<file path="src/rtl/core/mlp_pkg.sv">
// shared types and constants of the message latency preemption controller
// no dependencies; compile first
package mlp_pkg;

    localparam int QUEUE_DEPTH_DEF = 64;

    // event codes on the input channel
    localparam logic [1:0] OP_TICK   = 2'd0;
    localparam logic [1:0] OP_ARRIVE = 2'd1;
    localparam logic [1:0] OP_REPORT = 2'd2;

    // register indexes on the apb port
    localparam logic [1:0] REG_ENABLE    = 2'd0;
    localparam logic [1:0] REG_WAIT      = 2'd1;
    localparam logic [1:0] REG_MAX_PRE   = 2'd2;
    localparam logic [1:0] REG_STOP      = 2'd3;

    localparam logic [15:0] WAIT_TICKS_RST = 16'd34;
    localparam logic [15:0] MAX_PRE_RST    = 16'd17;
    localparam logic [15:0] STOP_RST       = 16'd17;

    typedef enum logic [1:0] {
        PH_IDLE,
        PH_WAITING,
        PH_CHECKING,
        PH_PREEMPTING
    } phase_t;

    typedef struct packed {
        logic        enable;
        logic [15:0] wait_ticks;
        logic [15:0] max_preempt_ticks;
        logic [15:0] stop_threshold_ticks;
    } cfg_t;

    typedef struct packed {
        logic accept;
        logic tick;
        logic arrive;
        logic pop;
        logic eval;
        logic out_load;
    } cmd_t;

    typedef struct packed {
        logic fire;
        logic pop_hit;
        logic eval_more;
    } stat_t;

endpackage

</file>
<file path="src/rtl/core/mlp_if.sv">
// valid/ready channel interfaces for events in and results out
// no dependencies
interface mlp_in_if;
    logic        valid;
    logic        ready;
    logic [1:0]  operation;
    logic [31:0] processed_count;

    modport source (output valid, output operation, output processed_count, input ready);
    modport sink (input valid, input operation, input processed_count, output ready);
endinterface

interface mlp_out_if;
    logic       valid;
    logic       ready;
    logic       preempting;
    logic [1:0] phase;
    logic [6:0] pending_count;
    logic       dropped;

    modport source (output valid, output preempting, output phase, output pending_count,
                    output dropped, input ready);
    modport sink (input valid, input preempting, input phase, input pending_count,
                  input dropped, output ready);
endinterface

</file>
<file path="src/rtl/core/message_latency_preemption_fsm_core.sv">
// top level of the message latency preemption controller: apb registers,
// sequencer and datapath; depends on mlp_pkg, mlp_if, mlp_ctrl, mlp_datapath
// after acceptance: tick, then phase evaluation if the countdown fires; arrival, head read,
// evaluation; report: pops with waits, evaluation; unused op: none; all end in the output load
// one event in flight at a time; the head-entry memory read and the serial pop walk set the rate
// async active-low reset puts the phase at idle, empties the queue, loads register defaults
module message_latency_preemption_fsm_core #(
    parameter int QUEUE_DEPTH = mlp_pkg::QUEUE_DEPTH_DEF
) (
    input  logic         clk,
    input  logic         rst_n,
    mlp_in_if.sink       in_ch,
    mlp_out_if.source    out_ch,
    input  logic         psel,
    input  logic         penable,
    input  logic         pwrite,
    input  logic [3:0]   paddr,
    input  logic [31:0]  pwdata,
    output logic [31:0]  prdata,
    output logic         pready
);
    import mlp_pkg::*;

    cfg_t  cfg_reg, cfg_next;
    cmd_t  cmd;
    stat_t stat;
    logic  cfg_wr;

    // apb access phase with zero wait states
    assign pready = 1'b1;
    assign cfg_wr = psel && penable && pwrite && pready;

    always_comb
    begin
        cfg_next = cfg_reg;
        if (cfg_wr)
        begin
            case (paddr[3:2])
                REG_ENABLE:  cfg_next.enable               = pwdata[0];
                REG_WAIT:    cfg_next.wait_ticks           = pwdata[15:0];
                REG_MAX_PRE: cfg_next.max_preempt_ticks    = pwdata[15:0];
                REG_STOP:    cfg_next.stop_threshold_ticks = pwdata[15:0];
                default:     cfg_next = cfg_reg;
            endcase
        end
    end

    always_ff @(posedge clk or negedge rst_n)
    begin
        if (!rst_n)
        begin
            cfg_reg.enable               <= 1'b0;
            cfg_reg.wait_ticks           <= WAIT_TICKS_RST;
            cfg_reg.max_preempt_ticks    <= MAX_PRE_RST;
            cfg_reg.stop_threshold_ticks <= STOP_RST;
        end
        else
        begin
            cfg_reg <= cfg_next;
        end
    end

    // register readback
    always_comb
    begin
        case (paddr[3:2])
            REG_ENABLE:  prdata = {31'd0, cfg_reg.enable};
            REG_WAIT:    prdata = {16'd0, cfg_reg.wait_ticks};
            REG_MAX_PRE: prdata = {16'd0, cfg_reg.max_preempt_ticks};
            REG_STOP:    prdata = {16'd0, cfg_reg.stop_threshold_ticks};
            default:     prdata = 32'd0;
        endcase
    end

    // sequencer: one transaction at a time, result held in the output register
    mlp_ctrl u_ctrl (
        .clk       (clk),
        .rst_n     (rst_n),
        .in_valid  (in_ch.valid),
        .in_op     (in_ch.operation),
        .in_ready  (in_ch.ready),
        .out_ready (out_ch.ready),
        .out_valid (out_ch.valid),
        .cmd       (cmd),
        .stat      (stat)
    );

    // phase state, countdown, clock of ticks and the pending queue memory
    mlp_datapath #(
        .QUEUE_DEPTH (QUEUE_DEPTH)
    ) u_datapath (
        .clk               (clk),
        .rst_n             (rst_n),
        .cfg               (cfg_reg),
        .cmd               (cmd),
        .stat              (stat),
        .in_count          (in_ch.processed_count),
        .out_preempting    (out_ch.preempting),
        .out_phase         (out_ch.phase),
        .out_pending_count (out_ch.pending_count),
        .out_dropped       (out_ch.dropped)
    );

    // a second event is never taken while one is still being worked
    a_one_in_flight: assert property (@(posedge clk) disable iff (!rst_n)
        (in_ch.valid && in_ch.ready) |=> !in_ch.ready)
        else $error("input accepted while a transaction is in flight");

    // preempting flag only ever reported together with the preempting phase
    a_pre_phase: assert property (@(posedge clk) disable iff (!rst_n)
        (out_ch.valid && out_ch.preempting) |-> (out_ch.phase == PH_PREEMPTING))
        else $error("preempting flag without preempting phase");

    // a loaded result is presented on the next cycle
    a_load_valid: assert property (@(posedge clk) disable iff (!rst_n)
        cmd.out_load |=> out_ch.valid)
        else $error("result loaded but not presented");

    // the datapath only steps while no new event can enter
    a_busy_cmd: assert property (@(posedge clk) disable iff (!rst_n)
        (cmd.tick || cmd.arrive || cmd.pop || cmd.eval) |-> !in_ch.ready)
        else $error("datapath command while input is open");

endmodule

</file>
<file path="src/rtl/core/mlp_ctrl.sv">
// sequencing state machine: steps one event through the datapath
// depends on mlp_pkg
module mlp_ctrl (
    input  logic          clk,
    input  logic          rst_n,
    input  logic          in_valid,
    input  logic [1:0]    in_op,
    output logic          in_ready,
    input  logic          out_ready,
    output logic          out_valid,
    output mlp_pkg::cmd_t cmd,
    input  mlp_pkg::stat_t stat
);
    import mlp_pkg::*;

    typedef enum logic [2:0] {
        S_IDLE,
        S_TICK,
        S_ARRIVE,
        S_ARR_WAIT,
        S_POP,
        S_POP_WAIT,
        S_EVAL,
        S_FINISH
    } state_t;

    state_t state_reg, state_next;
    logic   out_valid_reg, out_valid_next;
    logic   accept;
    logic   out_free;

    assign in_ready  = (state_reg == S_IDLE);
    assign out_valid = out_valid_reg;
    assign accept    = in_valid && in_ready;
    assign out_free  = !out_valid_reg || out_ready;

    always_comb
    begin
        cmd          = '0;
        cmd.accept   = accept;
        state_next   = state_reg;
        out_valid_next = out_valid_reg && !out_ready;
        case (state_reg)
            S_IDLE:
            begin
                if (accept)
                begin
                    case (in_op)
                        OP_TICK:   state_next = S_TICK;
                        OP_ARRIVE: state_next = S_ARRIVE;
                        OP_REPORT: state_next = S_POP;
                        default:   state_next = S_FINISH;
                    endcase
                end
            end
            S_TICK:
            begin
                cmd.tick   = 1'b1;
                state_next = stat.fire ? S_EVAL : S_FINISH;
            end
            S_ARRIVE:
            begin
                cmd.arrive = 1'b1;
                state_next = S_ARR_WAIT;
            end
            // memory read of the head entry catches up
            S_ARR_WAIT: state_next = S_EVAL;
            S_POP:
            begin
                cmd.pop    = 1'b1;
                state_next = stat.pop_hit ? S_POP_WAIT : S_EVAL;
            end
            S_POP_WAIT: state_next = S_POP;
            S_EVAL:
            begin
                cmd.eval   = 1'b1;
                state_next = stat.eval_more ? S_EVAL : S_FINISH;
            end
            S_FINISH:
            begin
                if (out_free)
                begin
                    cmd.out_load   = 1'b1;
                    out_valid_next = 1'b1;
                    state_next     = S_IDLE;
                end
            end
            default: state_next = S_IDLE;
        endcase
    end

    always_ff @(posedge clk or negedge rst_n)
    begin
        if (!rst_n)
        begin
            state_reg     <= S_IDLE;
            out_valid_reg <= 1'b0;
        end
        else
        begin
            state_reg     <= state_next;
            out_valid_reg <= out_valid_next;
        end
    end

endmodule

</file>
<file path="src/rtl/core/mlp_datapath.sv">
// phase, countdown, time and pending queue storage with its head read port
// depends on mlp_pkg
module mlp_datapath #(
    parameter int QUEUE_DEPTH = mlp_pkg::QUEUE_DEPTH_DEF
) (
    input  logic           clk,
    input  logic           rst_n,
    input  mlp_pkg::cfg_t  cfg,
    input  mlp_pkg::cmd_t  cmd,
    output mlp_pkg::stat_t stat,
    input  logic [31:0]    in_count,
    output logic           out_preempting,
    output logic [1:0]     out_phase,
    output logic [6:0]     out_pending_count,
    output logic           out_dropped
);
    import mlp_pkg::*;

    localparam int AW = $clog2(QUEUE_DEPTH);
    localparam int FW = $clog2(QUEUE_DEPTH + 1);

    phase_t        phase_reg, phase_next;
    logic [31:0]   rcv_reg, rcv_next;
    logic [31:0]   time_reg, time_next;
    logic [15:0]   cd_reg, cd_next;
    logic          cd_act_reg, cd_act_next;
    logic [AW-1:0] head_reg, head_next;
    logic [AW-1:0] tail_reg, tail_next;
    logic [FW-1:0] fill_reg, fill_next;

    logic [31:0]   count_reg;
    logic          drop_reg;
    logic          drop_set;
    logic [63:0]   rd_reg;
    logic [63:0]   entry_mem [QUEUE_DEPTH];
    logic          wr_en;

    logic [31:0]   rd_num;
    logic [31:0]   rd_time;
    logic [31:0]   age;
    logic [31:0]   diff;
    logic          nonempty;

    logic          out_pre_reg;
    logic [1:0]    out_phase_reg;
    logic [6:0]    out_fill_reg;
    logic          out_drop_reg;

    function automatic logic [AW-1:0] wrap_inc(input logic [AW-1:0] p);
        return (p == AW'(QUEUE_DEPTH - 1)) ? '0 : p + 1'b1;
    endfunction

    // a countdown started at zero fires on the next tick
    function automatic logic [15:0] load_val(input logic [15:0] t);
        return (t == 16'd0) ? 16'd1 : t;
    endfunction

    assign rd_num   = rd_reg[63:32];
    assign rd_time  = rd_reg[31:0];
    assign age      = time_reg - rd_time;
    assign diff     = count_reg - rd_num;
    assign nonempty = (fill_reg != '0);

    always_comb
    begin
        phase_next  = phase_reg;
        rcv_next    = rcv_reg;
        time_next   = time_reg;
        cd_next     = cd_reg;
        cd_act_next = cd_act_reg;
        head_next   = head_reg;
        tail_next   = tail_reg;
        fill_next   = fill_reg;
        wr_en       = 1'b0;
        drop_set    = 1'b0;

        stat.fire      = cd_act_reg && (cd_reg == 16'd1) && (phase_reg != PH_IDLE);
        stat.pop_hit   = nonempty && !diff[31];
        stat.eval_more = 1'b0;

        if (cmd.tick)
        begin
            time_next = time_reg + 32'd1;
            if (cd_act_reg)
            begin
                cd_next = cd_reg - 16'd1;
                if (cd_reg == 16'd1)
                begin
                    cd_act_next = 1'b0;
                    case (phase_reg)
                        PH_WAITING:    phase_next = PH_CHECKING;
                        PH_PREEMPTING: phase_next = PH_IDLE;
                        default:       phase_next = phase_reg;
                    endcase
                end
            end
        end

        if (cmd.arrive)
        begin
            rcv_next = rcv_reg + 32'd1;
            if (cfg.enable)
            begin
                if (fill_reg != FW'(QUEUE_DEPTH))
                begin
                    wr_en     = 1'b1;
                    tail_next = wrap_inc(tail_reg);
                    fill_next = fill_reg + 1'b1;
                end
                else
                begin
                    drop_set = 1'b1;
                end
            end
        end

        if (cmd.pop && stat.pop_hit)
        begin
            head_next = wrap_inc(head_reg);
            fill_next = fill_reg - 1'b1;
        end

        // one phase transition per cycle; a chain of transitions repeats the evaluation step
        case (phase_reg)
            PH_IDLE:
            begin
                if (cmd.eval && cfg.enable && nonempty)
                begin
                    phase_next  = PH_WAITING;
                    cd_next     = load_val(cfg.wait_ticks);
                    cd_act_next = 1'b1;
                end
            end
            PH_CHECKING:
            begin
                if (nonempty)
                begin
                    if (age < {16'd0, cfg.wait_ticks})
                    begin
                        if (cmd.eval)
                        begin
                            cd_next     = load_val(cfg.wait_ticks - age[15:0]);
                            cd_act_next = 1'b1;
                        end
                    end
                    else
                    begin
                        stat.eval_more = 1'b1;
                        if (cmd.eval)
                        begin
                            phase_next  = PH_PREEMPTING;
                            cd_next     = load_val(cfg.max_preempt_ticks);
                            cd_act_next = 1'b1;
                        end
                    end
                end
            end
            PH_PREEMPTING:
            begin
                if (!nonempty || (age < {16'd0, cfg.stop_threshold_ticks}))
                begin
                    stat.eval_more = 1'b1;
                    if (cmd.eval)
                    begin
                        phase_next  = PH_IDLE;
                        cd_next     = 16'd0;
                        cd_act_next = 1'b0;
                    end
                end
            end
            default: stat.eval_more = 1'b0;
        endcase
    end

    always_ff @(posedge clk or negedge rst_n)
    begin
        if (!rst_n)
        begin
            phase_reg  <= PH_IDLE;
            rcv_reg    <= '0;
            time_reg   <= '0;
            cd_reg     <= '0;
            cd_act_reg <= 1'b0;
            head_reg   <= '0;
            tail_reg   <= '0;
            fill_reg   <= '0;
        end
        else
        begin
            phase_reg  <= phase_next;
            rcv_reg    <= rcv_next;
            time_reg   <= time_next;
            cd_reg     <= cd_next;
            cd_act_reg <= cd_act_next;
            head_reg   <= head_next;
            tail_reg   <= tail_next;
            fill_reg   <= fill_next;
        end
    end

    always_ff @(posedge clk)
    begin
        if (wr_en)
        begin
            entry_mem[tail_reg] <= {rcv_next, time_reg};
        end
        rd_reg <= entry_mem[head_reg];
    end

    always_ff @(posedge clk)
    begin
        if (cmd.accept)
        begin
            count_reg <= in_count;
            drop_reg  <= 1'b0;
        end
        else if (drop_set)
        begin
            drop_reg <= 1'b1;
        end
        if (cmd.out_load)
        begin
            out_pre_reg   <= (phase_reg == PH_PREEMPTING) && cfg.enable;
            out_phase_reg <= phase_reg;
            out_fill_reg  <= 7'(fill_reg);
            out_drop_reg  <= drop_reg;
        end
    end

    assign out_preempting    = out_pre_reg;
    assign out_phase         = out_phase_reg;
    assign out_pending_count = out_fill_reg;
    assign out_dropped       = out_drop_reg;

endmodule

</file>
<file path="src/flat_wrapper.sv">
// flat-port wrapper written by rule: the top's interface ports become plain ports
module message_latency_preemption_fsm_core_flat import mlp_pkg::*;
#(
    parameter int QUEUE_DEPTH = mlp_pkg::QUEUE_DEPTH_DEF
)
  (clk, rst_n, psel, penable, pwrite, paddr, pwdata, prdata, pready, in_ch_valid, in_ch_operation, in_ch_processed_count, in_ch_ready, out_ch_valid, out_ch_preempting, out_ch_phase, out_ch_pending_count, out_ch_dropped, out_ch_ready);
  mlp_in_if in_ch_i ();
  mlp_out_if out_ch_i ();
  input  logic clk;
  input  logic rst_n;
  input  logic psel;
  input  logic penable;
  input  logic pwrite;
  input  logic [3:0] paddr;
  input  logic [31:0] pwdata;
  output logic [31:0] prdata;
  output logic pready;
  input wire logic [$bits(in_ch_i.valid)-1:0] in_ch_valid;
  input wire logic [$bits(in_ch_i.operation)-1:0] in_ch_operation;
  input wire logic [$bits(in_ch_i.processed_count)-1:0] in_ch_processed_count;
  output wire logic [$bits(in_ch_i.ready)-1:0] in_ch_ready;
  output wire logic [$bits(out_ch_i.valid)-1:0] out_ch_valid;
  output wire logic [$bits(out_ch_i.preempting)-1:0] out_ch_preempting;
  output wire logic [$bits(out_ch_i.phase)-1:0] out_ch_phase;
  output wire logic [$bits(out_ch_i.pending_count)-1:0] out_ch_pending_count;
  output wire logic [$bits(out_ch_i.dropped)-1:0] out_ch_dropped;
  input wire logic [$bits(out_ch_i.ready)-1:0] out_ch_ready;
  assign in_ch_i.valid = in_ch_valid;
  assign in_ch_i.operation = in_ch_operation;
  assign in_ch_i.processed_count = in_ch_processed_count;
  assign in_ch_ready = in_ch_i.ready;
  assign out_ch_valid = out_ch_i.valid;
  assign out_ch_preempting = out_ch_i.preempting;
  assign out_ch_phase = out_ch_i.phase;
  assign out_ch_pending_count = out_ch_i.pending_count;
  assign out_ch_dropped = out_ch_i.dropped;
  assign out_ch_i.ready = out_ch_ready;
  message_latency_preemption_fsm_core #(.QUEUE_DEPTH(QUEUE_DEPTH)) u_core (.clk(clk), .rst_n(rst_n), .in_ch(in_ch_i), .out_ch(out_ch_i), .psel(psel), .penable(penable), .pwrite(pwrite), .paddr(paddr), .pwdata(pwdata), .prdata(prdata), .pready(pready));
endmodule
</file>
<file path="config.mk">
export PLATFORM = sky130hd
export DESIGN_NAME = message_latency_preemption_fsm_core_flat
export DESIGN_NICKNAME = d
export VERILOG_FILES = /design/src/rtl/core/mlp_pkg.sv /design/src/rtl/core/mlp_if.sv /design/src/rtl/core/message_latency_preemption_fsm_core.sv /design/src/rtl/core/mlp_ctrl.sv /design/src/rtl/core/mlp_datapath.sv /design/src/flat_wrapper.sv
export SDC_FILE = /design/constraint.sdc
export NUM_CORES = 2
export LEC_CHECK = 0
export BUFFER_PORTS_ARGS = -buffer_cell sky130_fd_sc_hd__buf_2
export CAP_MARGIN = 10
export CORE_MARGIN = 2
export CORE_UTILIZATION = 50
export DETAILED_ROUTE_END_ITERATION = 10
export PLACE_DENSITY = 0.67
export SLEW_MARGIN = 20
export SYNTH_ARGS = -nofsm -noshare
export SYNTH_HDL_FRONTEND = slang
export SYNTH_SLANG_ARGS = --single-unit
</file>
<file path="constraint.sdc">
create_clock -name clk -period 15.19 [get_ports clk]
set_clock_uncertainty 0.15 [all_clocks]
set_input_delay 0.7595 -clock clk [delete_from_list [all_inputs] [get_ports clk]]
set_output_delay 0.7595 -clock clk [all_outputs]
set_load 0.005 [all_outputs]
</file>
==> reports/metrics.cfg <==
[power_and_ir_drop]
seq_power_share=0.441
p_sw_frac=0.2708
overall_power_consumption_mw=31.03
static-leakage-power_nw=57.08
intPower_mw=22.63
irDropWorstVdd_mv=0.2111
clock_power_share=0.336
p_switching_mw=8.405
comb_power_share=0.223
power_per_cell_area_mw_per_mm2=161.7

[placed_design]
place_area_mm2=0.1775
io_buffers=87
post-place-ws_ps=8571
placedCellCount=11887
hpwl_mm=222.2
place.gp.congestion=0.8538

[clock_network]
insertion_delay_ps=1010
tritoncts_clock_tree=yes
cts.clk_slew.worst_paths_ps=60
cts_post_setup_buffers_inserted=0
clk_path_buf_depth=4
maximum_level_of_the_cts_h_tree=5
root_buf_cell=sky130_fd_sc_hd__clkbuf_16
cts_made_buffers=429
cts_sinks=4359

[logic_synthesis]
synth_top_flop_cell=sky130_fd_sc_hd__edfxtp_1
yosys.area.top_type_share=0.7314
synth_commonest_cells=sky130_fd_sc_hd__edfxtp_1 (4139), sky130_fd_sc_hd__mux4_2 (1345), sky130_fd_sc_hd__clkbuf_1 (239)
synth_async_sr_flop_share=0.03556
synth_sequential_area_ratio=0.7619
post_synth_main_area_contributors=sky130_fd_sc_hd__edfxtp_1 (73%), sky130_fd_sc_hd__mux4_2 (18%), sky130_fd_sc_hd__dfrtp_1 (2.2%)
yosysWarningCount=0
number_of_enable_type_register_cells_in_the_synthesized_netlist=4139
yosysMostFrequentCell=sky130_fd_sc_hd__edfxtp_1
synth_top_area_cell=sky130_fd_sc_hd__edfxtp_1
synthesis.area_per_instance_um2=23.04
netlist-cell-type-count=91
syn-instance-count=7377
syn-cell-area_mm2=0.1699
yosys_register_bits=4359

[critical_path]
timing.critical_path.slowest_cell_delay_ps=740
crit_type=flop to flop
crit_path_max_fanout=67
worstPathRequired_ps=15900
crit_chain=buf_4 -> inv_1 -> ha_1 -> nand2b_1 -> a21oi_2 -> nand2b_1 -> a21oi_1 -> xnor2_1 -> ha_1 -> a21o_1 -> a21o_1 -> a21o_1 -> a21oi_1 -> nor2b_1 -> o311ai_0 -> nand4b_1 -> nor4_2 -> a21oi_1 -> a21oi_1 -> o221ai_1
worst_setup_path_start_kind=flop
path_common_cell=sky130_fd_sc_hd__a21oi_1
worst_setup_path_end_kind=flop
cpMaxStageDelayCell=sky130_fd_sc_hd__nor4_2
crit_arrival_ps=7200

[layout]
finalCoreUtilization=0.5662
layoutNonFillerInstCount=12739
fin_area_mm2=0.1919
layout-drive-gt1-share=0.3048
largest_register_ffs=4096
area_growth_pct=12.94
nets=8043

[drt]
drt_iter0_markers=12177
via_count=82294
count_of_nets_left_with_antenna_violations_after_detail_routing=0
detail_route.wirelength_mm=437.5
wire_per_inst_um=34.35
viasPerCell=6.460
dr.pass1.iters=8
drc=0

[grt]
first_global_vias=81731
globalRoute.totalOverflow=0
grt_util_all_layers=0.2531
grt_antenna_before_repair=18
wire_length_of_the_first_global_routing_pass_mm=618.5
grt_max_degree=153

[timing]
setup_viol_count_final=0
tightest_slew_ps=1399
whs_ps=96.95
slew_headroom=0.06711
totalNegativeSetupSlack_ps=0
clock.fmax_mhz=154.0
rsz0062_at_grt=no
slew_viol_final=0
min_period_over_period=0.4274
finalHoldViolCount=0
layout_min_cycle_time_ps=6492
post-route-worst-setup-slack_ps=8698

[floorplanning]
floorplan.die_area_mm2=0.3445
horizontal_extent_of_the_die_um=587.0
floorplan.io_pins=123
fp.coreArea_mm2=0.3390
floorplan.die.height_um=587.0
floorplan.initialDensity=0.5013
rows=214

[status]
run_status=complete, no violations

[job]
drv.max_cap_violation_count=0

[hold_path]
worst_hold_path_type=primary input to flop

-- power groups by stage --
stage	registers [mW]	clock network [mW]	logic, mW
final	13.7	10.4	6.93
after global routing	13.7	11.0	7.41
after CTS	13.7	10.6	6.96
after detailed placement	14.0	0	6.93
after global placement	13.9	0	6.89
after floorplan	13.8	0	5.18
-- cell type report --
type                       instances  area (um^2)
sequential                      4359       129500
timing repair buffer             384         3077
antenna                            7        17.52
tap                             4536         5675
fill                           24372       147100
clock inverter                   251         2350
inverter                         139        521.8
multi-input combinational       2525        39320
clock buffer                     538        11420
-- worst max-delay path: cells and delay by family (launching register included) --
family	cells	cell delay [ps]
xor gates and xnor gates	1	490
DFF	1	320
buffers and inverters	2	660
adders and majority gates	2	630
AOI/OAI and AO/OA	10	2680
and+or+nand+nor	5	1390
-- metal layers --
layer  GRT usage  share of wire  vias to the layer above
met5           0       0.000018                        -
met4     0.07292          0.029                        2
met3     0.04729           0.10                      778
met2      0.3967           0.48                     4752
met1      0.3676           0.39                    44543
li1            -              -                    32219
-- repair_timing --
item                                    4_1_cts  5_1_grt
endpoints found under the setup margin        0        0
gates resized for setup                       0        0
hold buffers                                 51        0
hold endpoints to repair                    152        0
-- logic make-up (layout without fill, tap and decap cells) --
kind of cell	count (synthesis)	in the layout	synth area share
flip-flops	4359	4359	0.7619
multiplexers	1412	1412	0.1826
AND/OR/NAND/NOR	519	519	0.01487
buffers and inverters	508	1312	0.01189
AO/OA/AOI/OAI	324	324	0.01262
adder cells (fa/ha/maj)	128	128	0.009557
XOR/XNOR	125	125	0.006443
other	2	24	0.00004419
-- cells in the final DEF, fill, tap and decap left out, types with 11 or more instances in the layout --
cell / n
sky130_fd_sc_hd__buf_4: 227
sky130_fd_sc_hd__dfrtp_1: 127
sky130_fd_sc_hd__clkinv_2: 83
sky130_fd_sc_hd__buf_2: 86
sky130_fd_sc_hd__xnor2_2: 22
sky130_fd_sc_hd__dlygate4sd3_1: 51
sky130_fd_sc_hd__nor4_1: 21
sky130_fd_sc_hd__buf_12: 14
sky130_fd_sc_hd__ha_1: 125
sky130_fd_sc_hd__nor2_1: 75
sky130_fd_sc_hd__dfxtp_1: 65
sky130_fd_sc_hd__xnor2_1: 60
sky130_fd_sc_hd__clkbuf_8: 16
sky130_fd_sc_hd__o211ai_1: 14
sky130_fd_sc_hd__clkbuf_16: 435
sky130_fd_sc_hd__and3_1: 27
sky130_fd_sc_hd__dfrtp_4: 15
sky130_fd_sc_hd__clkbuf_1: 88
sky130_fd_sc_hd__nor2_4: 62
sky130_fd_sc_hd__a21o_1: 35
sky130_fd_sc_hd__xor2_1: 34
sky130_fd_sc_hd__nand2b_1: 17
sky130_fd_sc_hd__a22o_1: 15
sky130_fd_sc_hd__bufinv_16: 36
sky130_fd_sc_hd__nor3_1: 27
sky130_fd_sc_hd__nand4_1: 28
sky130_fd_sc_hd__mux2_2: 54
sky130_fd_sc_hd__clkinv_1: 90
sky130_fd_sc_hd__clkinvlp_4: 11
sky130_fd_sc_hd__conb_1: 17
sky130_fd_sc_hd__o21ai_0: 70
sky130_fd_sc_hd__edfxtp_1: 4139
sky130_fd_sc_hd__nand3_1: 49
sky130_fd_sc_hd__mux4_2: 1345
sky130_fd_sc_hd__a21oi_1: 83
sky130_fd_sc_hd__nand2_1: 145
sky130_fd_sc_hd__inv_1: 139
sky130_fd_sc_hd__mux2i_1: 12
-- path summary, 6_finish.rpt --
| path | slack, ps | from | cells after the start | endpoint |
|---|---|---|---|---|
| max | 8700 | u_core.u_datapath.time_reg[0] | 20 | u_core.u_datapath.cd_reg[14] |
| min | 100 | in_ch_operation[1] | 4 | u_core.u_ctrl.state_reg[0] |
| max reg2reg | 8700 | u_core.u_datapath.time_reg[0] | 20 | u_core.u_datapath.cd_reg[14] |
| min reg2reg | 350 | u_core.u_datapath.drop_reg | 0 | u_core.u_datapath.out_dropped |
| max in group asynchronous | 12730 | rst_n | 4 | u_core.cfg_reg[19] |
| min in group asynchronous | 270 | rst_n | 2 | u_core.u_datapath.fill_reg[5] |
Note: power is estimated with default switching activity, not from simulation.
